[config.mk]
export PLATFORM = sky130hd
export DESIGN_NAME = fpc_line_size_estimator
export DESIGN_NICKNAME = d
export VERILOG_FILES = /design/src/design/fpc_pkg.sv /design/src/design/fpc_classify.sv /design/src/design/fpc_queue.sv /design/src/design/fpc_accum.sv /design/src/design/fpc_line_size_estimator.sv
export SDC_FILE = /design/constraint.sdc
export NUM_CORES = 1
export LEC_CHECK = 0
export BUFFER_PORTS_ARGS = -buffer_cell sky130_fd_sc_hd__buf_4
export CORE_ASPECT_RATIO = 2
export CORE_MARGIN = 4
export CORE_UTILIZATION = 55
export CTS_CLUSTER_SIZE = 30
export DETAILED_ROUTE_END_ITERATION = 10
export PLACE_DENSITY = 0.81
export SYNTH_ARGS = -nofsm -noshare
export SYNTH_HDL_FRONTEND = slang
export SYNTH_SLANG_ARGS = --single-unit
[constraint.sdc]
create_clock -name clk -period 10.1 [get_ports clk]
set_input_delay 1.01 -clock clk [delete_from_list [all_inputs] [get_ports clk]]
set_output_delay 1.01 -clock clk [all_outputs]
set_load 0.005 [all_outputs]
[src/design/fpc_pkg.sv]
// ---------------------------------------------------------------------------
// fpc_pkg
// Shared types and constants for the frequent pattern compression line size
// estimator.
// ---------------------------------------------------------------------------
package fpc_pkg;

	localparam int WORD_W  = 32;
	localparam int CLASS_W = 3;
	localparam int BITS_W  = 6;
	localparam int TOTAL_W = 10;
	localparam int PFX_W   = 3;

	localparam logic [CLASS_W-1:0] CLS_ZERO   = 3'd0;
	localparam logic [CLASS_W-1:0] CLS_SEXT4  = 3'd1;
	localparam logic [CLASS_W-1:0] CLS_SEXT8  = 3'd2;
	localparam logic [CLASS_W-1:0] CLS_SEXT16 = 3'd3;
	localparam logic [CLASS_W-1:0] CLS_LOHALF = 3'd4;
	localparam logic [CLASS_W-1:0] CLS_BYTES  = 3'd5;
	localparam logic [CLASS_W-1:0] CLS_REPEAT = 3'd6;
	localparam logic [CLASS_W-1:0] CLS_UNCOMP = 3'd7;

	localparam logic [BITS_W-1:0] ZERO_PAYLOAD = 6'd3;

	localparam logic [TOTAL_W-1:0] TOTAL_MAX = 10'd1023;

	typedef struct packed {
		logic [CLASS_W-1:0] cls;
		logic [BITS_W-1:0]  payload;
		logic               last;
	} fpc_item_t;

endpackage

[src/design/fpc_classify.sv]
// ---------------------------------------------------------------------------
// fpc_classify
// Front end: accepts words and picks the first matching frequent pattern
// together with its payload size.
// ---------------------------------------------------------------------------
module fpc_classify (
	input  logic [fpc_pkg::WORD_W-1:0] data_word,
	input  logic                       last_word,
	output fpc_pkg::fpc_item_t         item
);
	import fpc_pkg::*;

	logic [WORD_W-1:0] m4;
	logic [WORD_W-1:0] m8;
	logic [WORD_W-1:0] m16;
	logic [WORD_W-1:0] mbh;
	logic              fit4;
	logic              fit8;
	logic              fit16;
	logic              lohalf;
	logic              bytehalves;
	logic              repeated;

	assign m4  = data_word & 32'hFFFF_FFF8;
	assign m8  = data_word & 32'hFFFF_FF80;
	assign m16 = data_word & 32'hFFFF_8000;
	assign mbh = data_word & 32'hFF80_FF80;

	assign fit4       = (m4 == '0) || (m4 == 32'hFFFF_FFF8);
	assign fit8       = (m8 == '0) || (m8 == 32'hFFFF_FF80);
	assign fit16      = (m16 == '0) || (m16 == 32'hFFFF_8000);
	assign lohalf     = (data_word & 32'h0000_FFFF) == '0;
	assign bytehalves = (mbh == '0) || (mbh == 32'hFF80_0000) ||
	                    (mbh == 32'h0000_FF80) || (mbh == 32'hFF80_FF80);
	assign repeated   = (data_word[7:0] == data_word[15:8]) &&
	                    (data_word[7:0] == data_word[23:16]) &&
	                    (data_word[7:0] == data_word[31:24]);

	always_comb begin
		item.last = last_word;
		if (data_word == '0) begin
			item.cls     = CLS_ZERO;
			item.payload = ZERO_PAYLOAD;
		end else if (fit4) begin
			item.cls     = CLS_SEXT4;
			item.payload = 6'd4;
		end else if (fit8) begin
			item.cls     = CLS_SEXT8;
			item.payload = 6'd8;
		end else if (fit16) begin
			item.cls     = CLS_SEXT16;
			item.payload = 6'd16;
		end else if (lohalf) begin
			item.cls     = CLS_LOHALF;
			item.payload = 6'd16;
		end else if (bytehalves) begin
			item.cls     = CLS_BYTES;
			item.payload = 6'd16;
		end else if (repeated) begin
			item.cls     = CLS_REPEAT;
			item.payload = 6'd8;
		end else begin
			item.cls     = CLS_UNCOMP;
			item.payload = 6'd32;
		end
	end

endmodule

[src/design/fpc_queue.sv]
// ---------------------------------------------------------------------------
// fpc_queue
// Two-entry queue of classified items between the front and back ends.
// ---------------------------------------------------------------------------
module fpc_queue (
	input  logic               clk,
	input  logic               arst_n,
	input  logic               push_valid,
	output logic               push_ready,
	input  fpc_pkg::fpc_item_t push_item,
	output logic               pop_valid,
	input  logic               pop_ready,
	output fpc_pkg::fpc_item_t pop_item
);
	import fpc_pkg::*;

	fpc_item_t  mem_q [2];
	logic       wr_ptr_q;
	logic       rd_ptr_q;
	logic [1:0] count_q;
	logic       do_push;
	logic       do_pop;

	assign push_ready = (count_q != 2'd2);
	assign pop_valid  = (count_q != 2'd0);
	assign pop_item   = mem_q[rd_ptr_q];
	assign do_push    = push_valid && push_ready;
	assign do_pop     = pop_valid && pop_ready;

	always_ff @(posedge clk) begin
		if (do_push) begin
			mem_q[wr_ptr_q] <= push_item;
		end
	end

	always_ff @(posedge clk or negedge arst_n) begin
		if (!arst_n) begin
			wr_ptr_q <= 1'b0;
			rd_ptr_q <= 1'b0;
			count_q  <= 2'd0;
		end else begin
			if (do_push) begin
				wr_ptr_q <= ~wr_ptr_q;
			end
			if (do_pop) begin
				rd_ptr_q <= ~rd_ptr_q;
			end
			if (do_push && !do_pop) begin
				count_q <= count_q + 2'd1;
			end else if (do_pop && !do_push) begin
				count_q <= count_q - 2'd1;
			end
		end
	end

endmodule

[src/design/fpc_accum.sv]
// ---------------------------------------------------------------------------
// fpc_accum
// Back end: charges each item, tracks zero runs and the saturating line
// total, and holds the result in an output register.
// ---------------------------------------------------------------------------
module fpc_accum (
	input  logic                        clk,
	input  logic                        arst_n,
	input  logic                        cfg_wen,
	input  logic [fpc_pkg::PFX_W-1:0]   cfg_wdata,
	input  logic                        item_valid,
	output logic                        item_ready,
	input  fpc_pkg::fpc_item_t          item,
	output logic                        out_valid,
	input  logic                        out_ready,
	output logic [fpc_pkg::CLASS_W-1:0] pattern_class,
	output logic [fpc_pkg::BITS_W-1:0]  word_bits,
	output logic [fpc_pkg::TOTAL_W-1:0] line_bits,
	output logic                        line_done
);
	import fpc_pkg::*;

	logic [PFX_W-1:0]   prefix_bits_q;
	logic               in_run_q;
	logic [TOTAL_W-1:0] total_q;
	logic               out_valid_q;
	logic [CLASS_W-1:0] cls_q;
	logic [BITS_W-1:0]  bits_q;
	logic [TOTAL_W-1:0] line_q;
	logic               done_q;
	logic               take;
	logic               is_zero;
	logic [BITS_W-1:0]  bits;
	logic [TOTAL_W:0]   sum;
	logic [TOTAL_W-1:0] sat;

	assign item_ready = !out_valid_q || out_ready;
	assign take       = item_valid && item_ready;
	assign is_zero    = (item.cls == CLS_ZERO);

	always_comb begin
		if (is_zero && in_run_q) begin
			bits = '0;
		end else begin
			bits = item.payload + BITS_W'(prefix_bits_q);
		end
		sum = {1'b0, total_q} + (TOTAL_W + 1)'(bits);
		sat = (sum > (TOTAL_W + 1)'(TOTAL_MAX)) ? TOTAL_MAX : sum[TOTAL_W-1:0];
	end

	always_ff @(posedge clk or negedge arst_n) begin
		if (!arst_n) begin
			prefix_bits_q <= 3'd3;
			in_run_q      <= 1'b0;
			total_q       <= '0;
			out_valid_q   <= 1'b0;
		end else begin
			if (cfg_wen) begin
				prefix_bits_q <= cfg_wdata;
			end
			if (take) begin
				out_valid_q <= 1'b1;
				if (item.last) begin
					in_run_q <= 1'b0;
					total_q  <= '0;
				end else begin
					in_run_q <= is_zero;
					total_q  <= sat;
				end
			end else if (out_ready) begin
				out_valid_q <= 1'b0;
			end
		end
	end

	always_ff @(posedge clk) begin
		if (take) begin
			cls_q  <= item.cls;
			bits_q <= bits;
			line_q <= sat;
			done_q <= item.last;
		end
	end

	assign out_valid     = out_valid_q;
	assign pattern_class = cls_q;
	assign word_bits     = bits_q;
	assign line_bits     = line_q;
	assign line_done     = done_q;

endmodule

[src/design/fpc_line_size_estimator.sv]
// ---------------------------------------------------------------------------
// fpc_line_size_estimator
// Estimates the frequent pattern compressed size of a cache line, one word
// per item.
// ---------------------------------------------------------------------------
// Each input item on s_axis carries one 32-bit word of a line in tdata, and
// tlast marks the final word of the line. Each input item gives exactly one
// result item on m_axis with the chosen pattern, the bits charged for the
// word and the running line size; tlast there repeats the input's tlast, so
// the size shown with it is the final size of the line.
// A word passes the classifier straight into a two-entry queue, and the
// accumulator takes it from there into its output register. One word is
// taken per cycle for as long as results are taken; the accumulator's
// combinational add and saturate sets that rate.
// When m_axis stalls, the output register holds its result and the queue
// fills; s_axis_tready falls once both queue entries are in use.
// Reset empties the queue and the output, clears the line total and the
// zero run, and sets the prefix size to 3. The user writes the prefix size
// by cfg_wen and cfg_wdata only while no line is in flight (not enforced).
// ---------------------------------------------------------------------------
module fpc_line_size_estimator (
	input  logic        clk,
	input  logic        arst_n,
	input  logic        cfg_wen,
	input  logic [2:0]  cfg_wdata,
	input  logic        s_axis_tvalid,
	output logic        s_axis_tready,
	input  logic [31:0] s_axis_tdata,  // data_word[31:0]
	input  logic        s_axis_tlast,
	output logic        m_axis_tvalid,
	input  logic        m_axis_tready,
	output logic [23:0] m_axis_tdata,  // pattern_class[2:0], word_bits[8:3],
	                                   // line_bits[18:9], zero fill[23:19]
	output logic        m_axis_tlast
);
	import fpc_pkg::*;

	fpc_item_t          front_item;
	fpc_item_t          back_item;
	logic               back_valid;
	logic               back_ready;
	logic [CLASS_W-1:0] pattern_class;
	logic [BITS_W-1:0]  word_bits;
	logic [TOTAL_W-1:0] line_bits;

	fpc_classify u_classify (
		.data_word (s_axis_tdata),
		.last_word (s_axis_tlast),
		.item      (front_item)
	);

	fpc_queue u_queue (
		.clk        (clk),
		.arst_n     (arst_n),
		.push_valid (s_axis_tvalid),
		.push_ready (s_axis_tready),
		.push_item  (front_item),
		.pop_valid  (back_valid),
		.pop_ready  (back_ready),
		.pop_item   (back_item)
	);

	fpc_accum u_accum (
		.clk           (clk),
		.arst_n        (arst_n),
		.cfg_wen       (cfg_wen),
		.cfg_wdata     (cfg_wdata),
		.item_valid    (back_valid),
		.item_ready    (back_ready),
		.item          (back_item),
		.out_valid     (m_axis_tvalid),
		.out_ready     (m_axis_tready),
		.pattern_class (pattern_class),
		.word_bits     (word_bits),
		.line_bits     (line_bits),
		.line_done     (m_axis_tlast)
	);

	assign m_axis_tdata = {5'b0, line_bits, word_bits, pattern_class};

endmodule
==> results.yml, run 1 <==
power_and_ir_drop:
  ir_drop_mv: 0.2796
  p_comb_frac: 0.438
  total_power_mw: 1.075
  swShare: 0.3571
  p_int_uw: 691.1
  power.share.clock: 0.185
  p_leak_nw: 1.556
  power_frac_seq: 0.378
  power.density_nw_per_um2: 286.0
  switchingPower_uw: 384.0
synthesis:
  seq_area_frac_synth: 0.5290
  synth_edf_count: 38
  syn_avg_cell_area_um2: 11.29
  synth_area_um2: 3060
  async_flop_share: 0.3333
  synth-seq-cells: 57
  ys_types: 51
  synthCells: 271
  ys.flop_type: "edfxtp_1"
  yosysWarnings: 0
die:
  initial_core_util: 0.5646
  die-area_um2: 6894
  dieWidth_um: 60.75
  die_h_um: 113.5
  pin_count: 68
  coreArea_um2: 5420
  rows: 38
worst_setup_path:
  arrival_ns: 3.92
  reg2reg_depth: 13
  endpoint_kind: "flip-flop"
  path_buf_inv: 0
  crit_chain: "mux2_2, ha_1, fa_1, a21oi_1, nor2_1, xor2_1, nor2_1, ha_1, o21a_1, o31a_1, o21ai_1, a21oi_1, mux2_2"
  crit_slowest_cell: "dfrtp_1"
  critPathTopFamily: "adder cells"
  crit_start: "u_queue.rd_ptr_q"
  rrSetupSlack_ns: 6.27
  r2r-start: "u_queue.rd_ptr_q"
  timing.rr.end: "u_accum.line_bits[8]"
  crit_required_ns: 10.19
  cp-start-kind: "flip-flop"
  slowest_delay_ns: 0.64
  crit_type: "reg -> reg"
  crit_fanout: 12
grt:
  grt_pass1_vias: 2628
  grt_pass1_wl_mm: 11.47
  antenna_found_initial: 0
  grt_overflow: 0
  grt_max_degree: 32
  grt_util_all_layers: 0.2311
clocking:
  clk_pin_slew_ns: 0.06
  clockBufferDepth: 2
  clock_sinks: 57
  cts_max_level: 3
  holdBufCountCts: 0
  cts-resized-gates: 0
  cts-root-buf: "clkbuf_8"
  clk_latency_ns: 0.34
  cts_tree: "done"
  post-cts-setup-buffers: 0
  cts_inserted_buffers: 9
timing:
  relSlewSlack: 0.2993
  finalCritPeriodShare: 0.3794
  tns_ns: 0
  finalCriticalPeriod_ns: 3.831
  maxSlewViolCount: 0
  skew_ns: 0.008435
  finalSetupViolations: 0
  rsz0062_at_grt: "false"
  max_clock_freq_ghz: 0.2610
  worst_slew_pin_slew_ns: 1.050
  finalHoldViolCount: 0
place:
  dp.cells: 390
  place_congestion: 0.9105
  place.detailed.hpwl_mm: 5.721
  portBuffers: 62
run_status:
  status: "completed"
cells_and_area:
  nFillCells: 433
  layout.nets: 394
  finalNonFillerCells: 406
  multi_input_area_um2: 1380
  drive_above_1_share: 0.2775
  n_antenna_cell: 0
  seq_area_um2: 1619
  layout-area-overhead-vs-synth_pct: 22.81
routing:
  drcViolationCount: 0
  first_pass_iters: 4
  drt_iter0_drc: 67
  vias: 2465
  routed_wl_mm: 7.086
  vias_per_cell: 6.071
  post_drt_wl_per_cell_um: 17.45
  postRouteAntennaNets: 0
worst_hold_path:
  hold_path_startpoint: "u_queue.wr_ptr_q"
  min_path_cells: 1
  hold_path.class: "reg -> reg"
  holdPathEnd: "u_queue.wr_ptr_q"
job:
  max-cap-violations: 0
[per-stage QoR]
stage / setup slack, ns / area, µm² / hold WS, ns / util
final: 6.269 / 3759 / 0.5030 / 0.6934
after global placement: 6.385 / 3573 / 0.4772 / 0.6593
after detailed placement: 6.259 / 3573 / 0.4891 / 0.6593
after CTS: 6.265 / 3759 / 0.5052 / 0.6934
after global routing: 6.056 / 3759 / 0.5370 / 0.6934
after floorplan: 6.632 / 3075 / 0.4608 / -
[synth_stat cells (4+ instances only)]
master | number | area share
a21oi_1 | 11 | 0.018
a22o_1 | 5 | 0.014
and2_1 | 5 | 0.010
and3_1 | 9 | 0.018
buf_4 | 5 | 0.012
dfrtp_1 | 17 | 0.14
edfxtp_1 | 38 | 0.37
ha_1 | 10 | 0.041
inv_1 | 7 | 0.0086
mux2_2 | 10 | 0.037
nand2_1 | 17 | 0.021
nand2b_1 | 5 | 0.010
nand3_1 | 5 | 0.0082
nand4_1 | 10 | 0.020
nor2_1 | 23 | 0.028
nor2b_1 | 4 | 0.0082
nor3_1 | 7 | 0.011
nor4_1 | 8 | 0.016
o21ai_0 | 8 | 0.013
o21ai_1 | 4 | 0.0065
xnor2_1 | 6 | 0.017
xor2_1 | 9 | 0.026
[final cells by class]
class / instances / share of cell area
sequential: 57 / 0.4308
multi-input combinational: 203 / 0.3672
timing repair buffer: 63 / 0.1258
clock buffer: 9 / 0.03296
tap: 60 / 0.01997
clock inverter: 7 / 0.01631
inverter: 7 / 0.006991
[cells in the final DEF, fill, tap and decap left out, types with 3 or more instances in the layout]
cell / n
nand2_1: 17
nor2_1: 23
o21ai_0: 7
conb_1: 5
buf_4: 63
nand4_1: 10
xor2_1: 9
ha_1: 10
and3_1: 9
clkbuf_8: 9
nand3_1: 5
xnor2_1: 6
o21ai_1: 5
a221oi_1: 3
dfrtp_1: 17
a21oi_1: 11
and2_1: 5
nor3_1: 7
a22o_1: 5
mux2i_1: 3
nand2b_1: 5
a31oi_1: 3
edfxtp_1: 38
mux2_2: 10
inv_1: 7
nor4_1: 8
nor2b_1: 4
clkinv_2: 4
[logic make-up after synthesis]
kind of cell               Yosys count  share of synthesized area
other                                1                   0.001225
AOI/OAI and AO/OA                   55                     0.1226
DFF                                 57                     0.5290
buffers and inverters               15                    0.02494
xor gates and xnor gates            15                    0.04293
adders and majority gates           12                    0.05397
muxes                               14                    0.05029
and+or+nand+nor                    102                     0.1750
[worst register-to-register path, stage by stage, from the launching register on]
cell and delay [ns]:
dfrtp_1 0.64, mux2_2 0.44, ha_1 0.22, fa_1 0.41
a21oi_1 0.16, nor2_1 0.07, xor2_1 0.15, nor2_1 0.08
ha_1 0.35, o21a_1 0.13, o31a_1 0.21, o21ai_1 0.11
a21oi_1 0.27, mux2_2 0.36
[registers in the layout, indices dropped and copies added, names as in the netlist, 2 cells and up]
signal                 count
u_accum.prefix_bits_q      3
u_accum.word_bits          6
u_queue.count_q            2
u_queue.mem_q             18
u_accum.pattern_class      3
u_accum.line_bits         10
u_accum.total_q           10
[per-layer routing]
layer / GRT usage / wire (µm)
met5: 0 / 0
met4: 0.1708 / 427
met3: 0.06002 / 335
met2: 0.4360 / 4198
met1: 0.1809 / 2124
[power by group through the flow]
stage | combinational (mW) | sequential, mW | clock [mW]
2_1_floorplan | 0.315 | 0.399 | 0
3_3_place_gp | 0.448 | 0.405 | 0
3_5_place_dp | 0.466 | 0.411 | 0
4_1_cts | 0.469 | 0.407 | 0.202
5_1_grt | 0.522 | 0.415 | 0.212
6_report | 0.471 | 0.406 | 0.198
[worst max-delay path by stage]
stage / endpoint / slack, ns / cells past startpoint
detailed placement: u_accum.line_bits[8] / 6.26 / 13
global placement: u_accum.line_bits[8] / 6.38 / 13
finish: u_accum.line_bits[8] / 6.27 / 13
CTS: u_accum.line_bits[8] / 6.26 / 13
global route: u_accum.line_bits[8] / 6.06 / 13
floorplan: u_accum.line_bits[8] / 6.63 / 14
(Power assumes the default switching activity.)
==> run 2, diff against run 1 <==
ABC_AREA = 1   (was unset)
PLACE_DENSITY = 0.8   (was 0.81)
clock period = 3.64 ns   (was 10.1 ns; I/O delays follow)
==> run 2 against run 1 <==
Against the previous run:
- final cell count up 30%
- clock skew down 0.0030 ns
- clock power rose to 3.8 times the previous value
- synthesized area up 10%
- critical endpoint is now u_accum.line_bits[7]
==> results.yml, run 2 <==
synthesis:
  yosysWarnings: 0
  async_flop_share: 0.3333
  ys_top_cells_by_count: "nand2_1, inv_1, nor2_1, edfxtp_1, dfrtp_1"
  synth-seq-cells: 57
  synth.most_common_cell: "nand2_1"
  ys_types: 44
  yosys.area.top_type: "edfxtp_1"
  ys.flop_type: "edfxtp_1"
  synth_edf_count: 38
  seq_area_frac_synth: 0.4800
  synthCells: 386
  syn_avg_cell_area_um2: 8.739
  synth_area_um2: 3373
  yosysTopAreaCellShare: 0.3383
  synth_area_leaders: "edfxtp_1, nand2_1, dfrtp_1"
timing:
  skew_ns: 0.005484
  hold-worst-slack_ns: 0.2277
  finalHoldViolCount: 0
  worst_slew_pin_slew_ns: 0.7893
  finalCritPeriodShare: 0.9243
  finalCriticalPeriod_ns: 3.365
  relSlewSlack: 0.4718
  tns_ns: 0
  rsz0062_at_grt: "false"
  maxSlewViolCount: 0
  max_clock_freq_ghz: 0.2972
  finalSetupViolations: 0
routing:
  first_pass_iters: 4
  drcViolationCount: 0
  routed_wl_mm: 7.675
  postRouteAntennaNets: 0
  vias: 2775
  drt_iter0_drc: 188
  post_drt_wl_per_cell_um: 14.59
  vias_per_cell: 5.276
worst_hold_path:
  hold_path.class: "in -> reg"
  min_path_cells: 1
die:
  initial_core_util: 0.5617
  die-area_um2: 7526
  dieWidth_um: 63.38
  rows: 40
  pin_count: 68
  coreArea_um2: 6006
  die_h_um: 118.8
worst_setup_path:
  arrival_ns: 3.43
  slowest_delay_ns: 0.47
  crit_chain: "inv_2, nand2_1, nand2_1, ha_1, fa_1, nand2_1, inv_1, nor3_1, ha_1, a21oi_1, nand2_1, nand3_1, nand2_1, xnor2_1, nand2_2"
  endpoint_kind: "flip-flop"
  cp-start-kind: "flip-flop"
  cp_common_cell: "nand2_1"
  crit_fanout: 11
  crit_slowest_cell: "dfrtp_2"
  crit_type: "reg -> reg"
  reg2reg_depth: 15
  crit_required_ns: 3.71
power_and_ir_drop:
  p_int_mw: 2.125
  power.density_nw_per_um2: 808.0
  swShare: 0.3701
  p_leak_nw: 2.034
  ir_drop_mv: 0.3505
  total_power_mw: 3.374
  p_comb_frac: 0.441
  power_frac_seq: 0.338
  power.share.clock: 0.221
  switchingPower_mw: 1.249
cells_and_area:
  layout-area-overhead-vs-synth_pct: 23.78
  fin_util: 0.6952
  layout.nets: 511
  largest_reg_flops: 18
  final_cell_mix: "nand2_1, buf_4, inv_1, nor2_1, edfxtp_1"
  n_antenna_cell: 0
  drive_above_1_share: 0.2592
  largest_register: "u_queue.mem_q"
  layout_commonest_cell: "nand2_1"
grt:
  grt_pass1_vias: 2917
  grt_max_degree: 26
  grt_pass1_wl_mm: 12.66
  antenna_found_initial: 0
  grt_overflow: 0
  grt_util_all_layers: 0.2197
place:
  place_congestion: 0.9250
  place.detailed.hpwl_mm: 6.198
  portBuffers: 62
clocking:
  clock_sinks: 57
  clk_latency_ns: 0.33
  cts_max_level: 3
  clockBufferDepth: 2
  cts_inserted_buffers: 9
  cts_tree: "done"
  clk_pin_slew_ns: 0.05
  cts-root-buf: "clkbuf_16"
job:
  max-cap-violations: 0
run_status:
  status: "completed"
run 2: changes by cell type after synthesis, moves of 8 or more:
cell	delta
and3_1	-9
inv_1	+34
nand2_1	+98
nand2_2	+9
nor2_1	+18
nor4_1	-8
run 2: cell families (layout without fill, tap and decap cells):
logic type	after synthesis	count (layout)	share of synthesized area
AOI/OAI and AO/OA	41	41	0.07604
other	1	5	0.001112
and+or+nand+nor	200	200	0.2719
DFF	57	57	0.4800
buffers and inverters	56	129	0.07010
muxes	4	4	0.01298
xor gates and xnor gates	15	15	0.03895
adders and majority gates	12	12	0.04896
run 2: worst max-delay path: cells and delay by family (launching register included):
kind / cells / cell delay (ns)
flops: 1 / 0.47
fa+ha+maj: 3 / 0.99
buf+inv: 2 / 0.16
simple gates: 8 / 1.13
xor+xnor: 1 / 0.22
compound gates: 1 / 0.14
run 2: worst paths after layout:
kind / from / to / slack [ns]
max: u_queue.rd_ptr_q / u_accum.line_bits[7] / 0.28
min: s_axis_tlast / u_queue.mem_q[1][0] / 0.23
max reg2reg: u_queue.rd_ptr_q / u_accum.line_bits[7] / 0.28
min reg2reg: u_queue.count_q[0] / u_queue.count_q[0] / 0.49
max in group asynchronous: arst_n / u_accum.prefix_bits_q[1] / 2.90
min in group asynchronous: arst_n / u_accum.total_q[9] / 0.46
run 2: cell type report:
| class | instances | area, µm² |
|---|---|---|
| multi-input combinational | 277 | 1533 |
| fill | 468 | 1831 |
| clock buffer | 12 | 256.5 |
| sequential | 57 | 1620 |
| tap | 63 | 78.83 |
| timing repair buffer | 64 | 483.0 |
| clock inverter | 4 | 17.52 |
| inverter | 49 | 186.4 |
run 2: what timing repair did:
action | 4_1_cts | 5_1_grt
resized for setup | 0 | 1
hold buffers | 1 | 0
hold endpoints to repair | 17 | 0
buffers inserted | 0 | 0
setup endpoints to repair | 0 | 11
run 2: power groups by stage:
stage / sequential [mW] / combinational (mW) / clock (mW)
2_1_floorplan: 1.13 / 0.987 / 0
3_3_place_gp: 1.14 / 1.43 / 0
3_5_place_dp: 1.15 / 1.46 / 0
4_1_cts: 1.14 / 1.48 / 0.756
5_1_grt: 1.17 / 1.66 / 0.791
6_report: 1.14 / 1.49 / 0.746
run 2: metrics by stage:
step	instance area, µm²	instances	setup WS [ns]
4_1_cts	4174	526	0.2595
5_1_grt	4175	526	0.1080
3_3_place_gp	3890	509	0.3486
2_1_floorplan	3388	390	0.7345
6_report	4175	526	0.2754
3_5_place_dp	3890	509	0.2712
run 2: metal layers:
metal | global-route usage | share of wire | vias up
li1 | - | - | 1384
met1 | 0.1721 | 0.30 | 1252
met2 | 0.4361 | 0.60 | 108
met3 | 0.05228 | 0.053 | 31
met4 | 0.1543 | 0.056 | 0
met5 | 0 | 0 | -
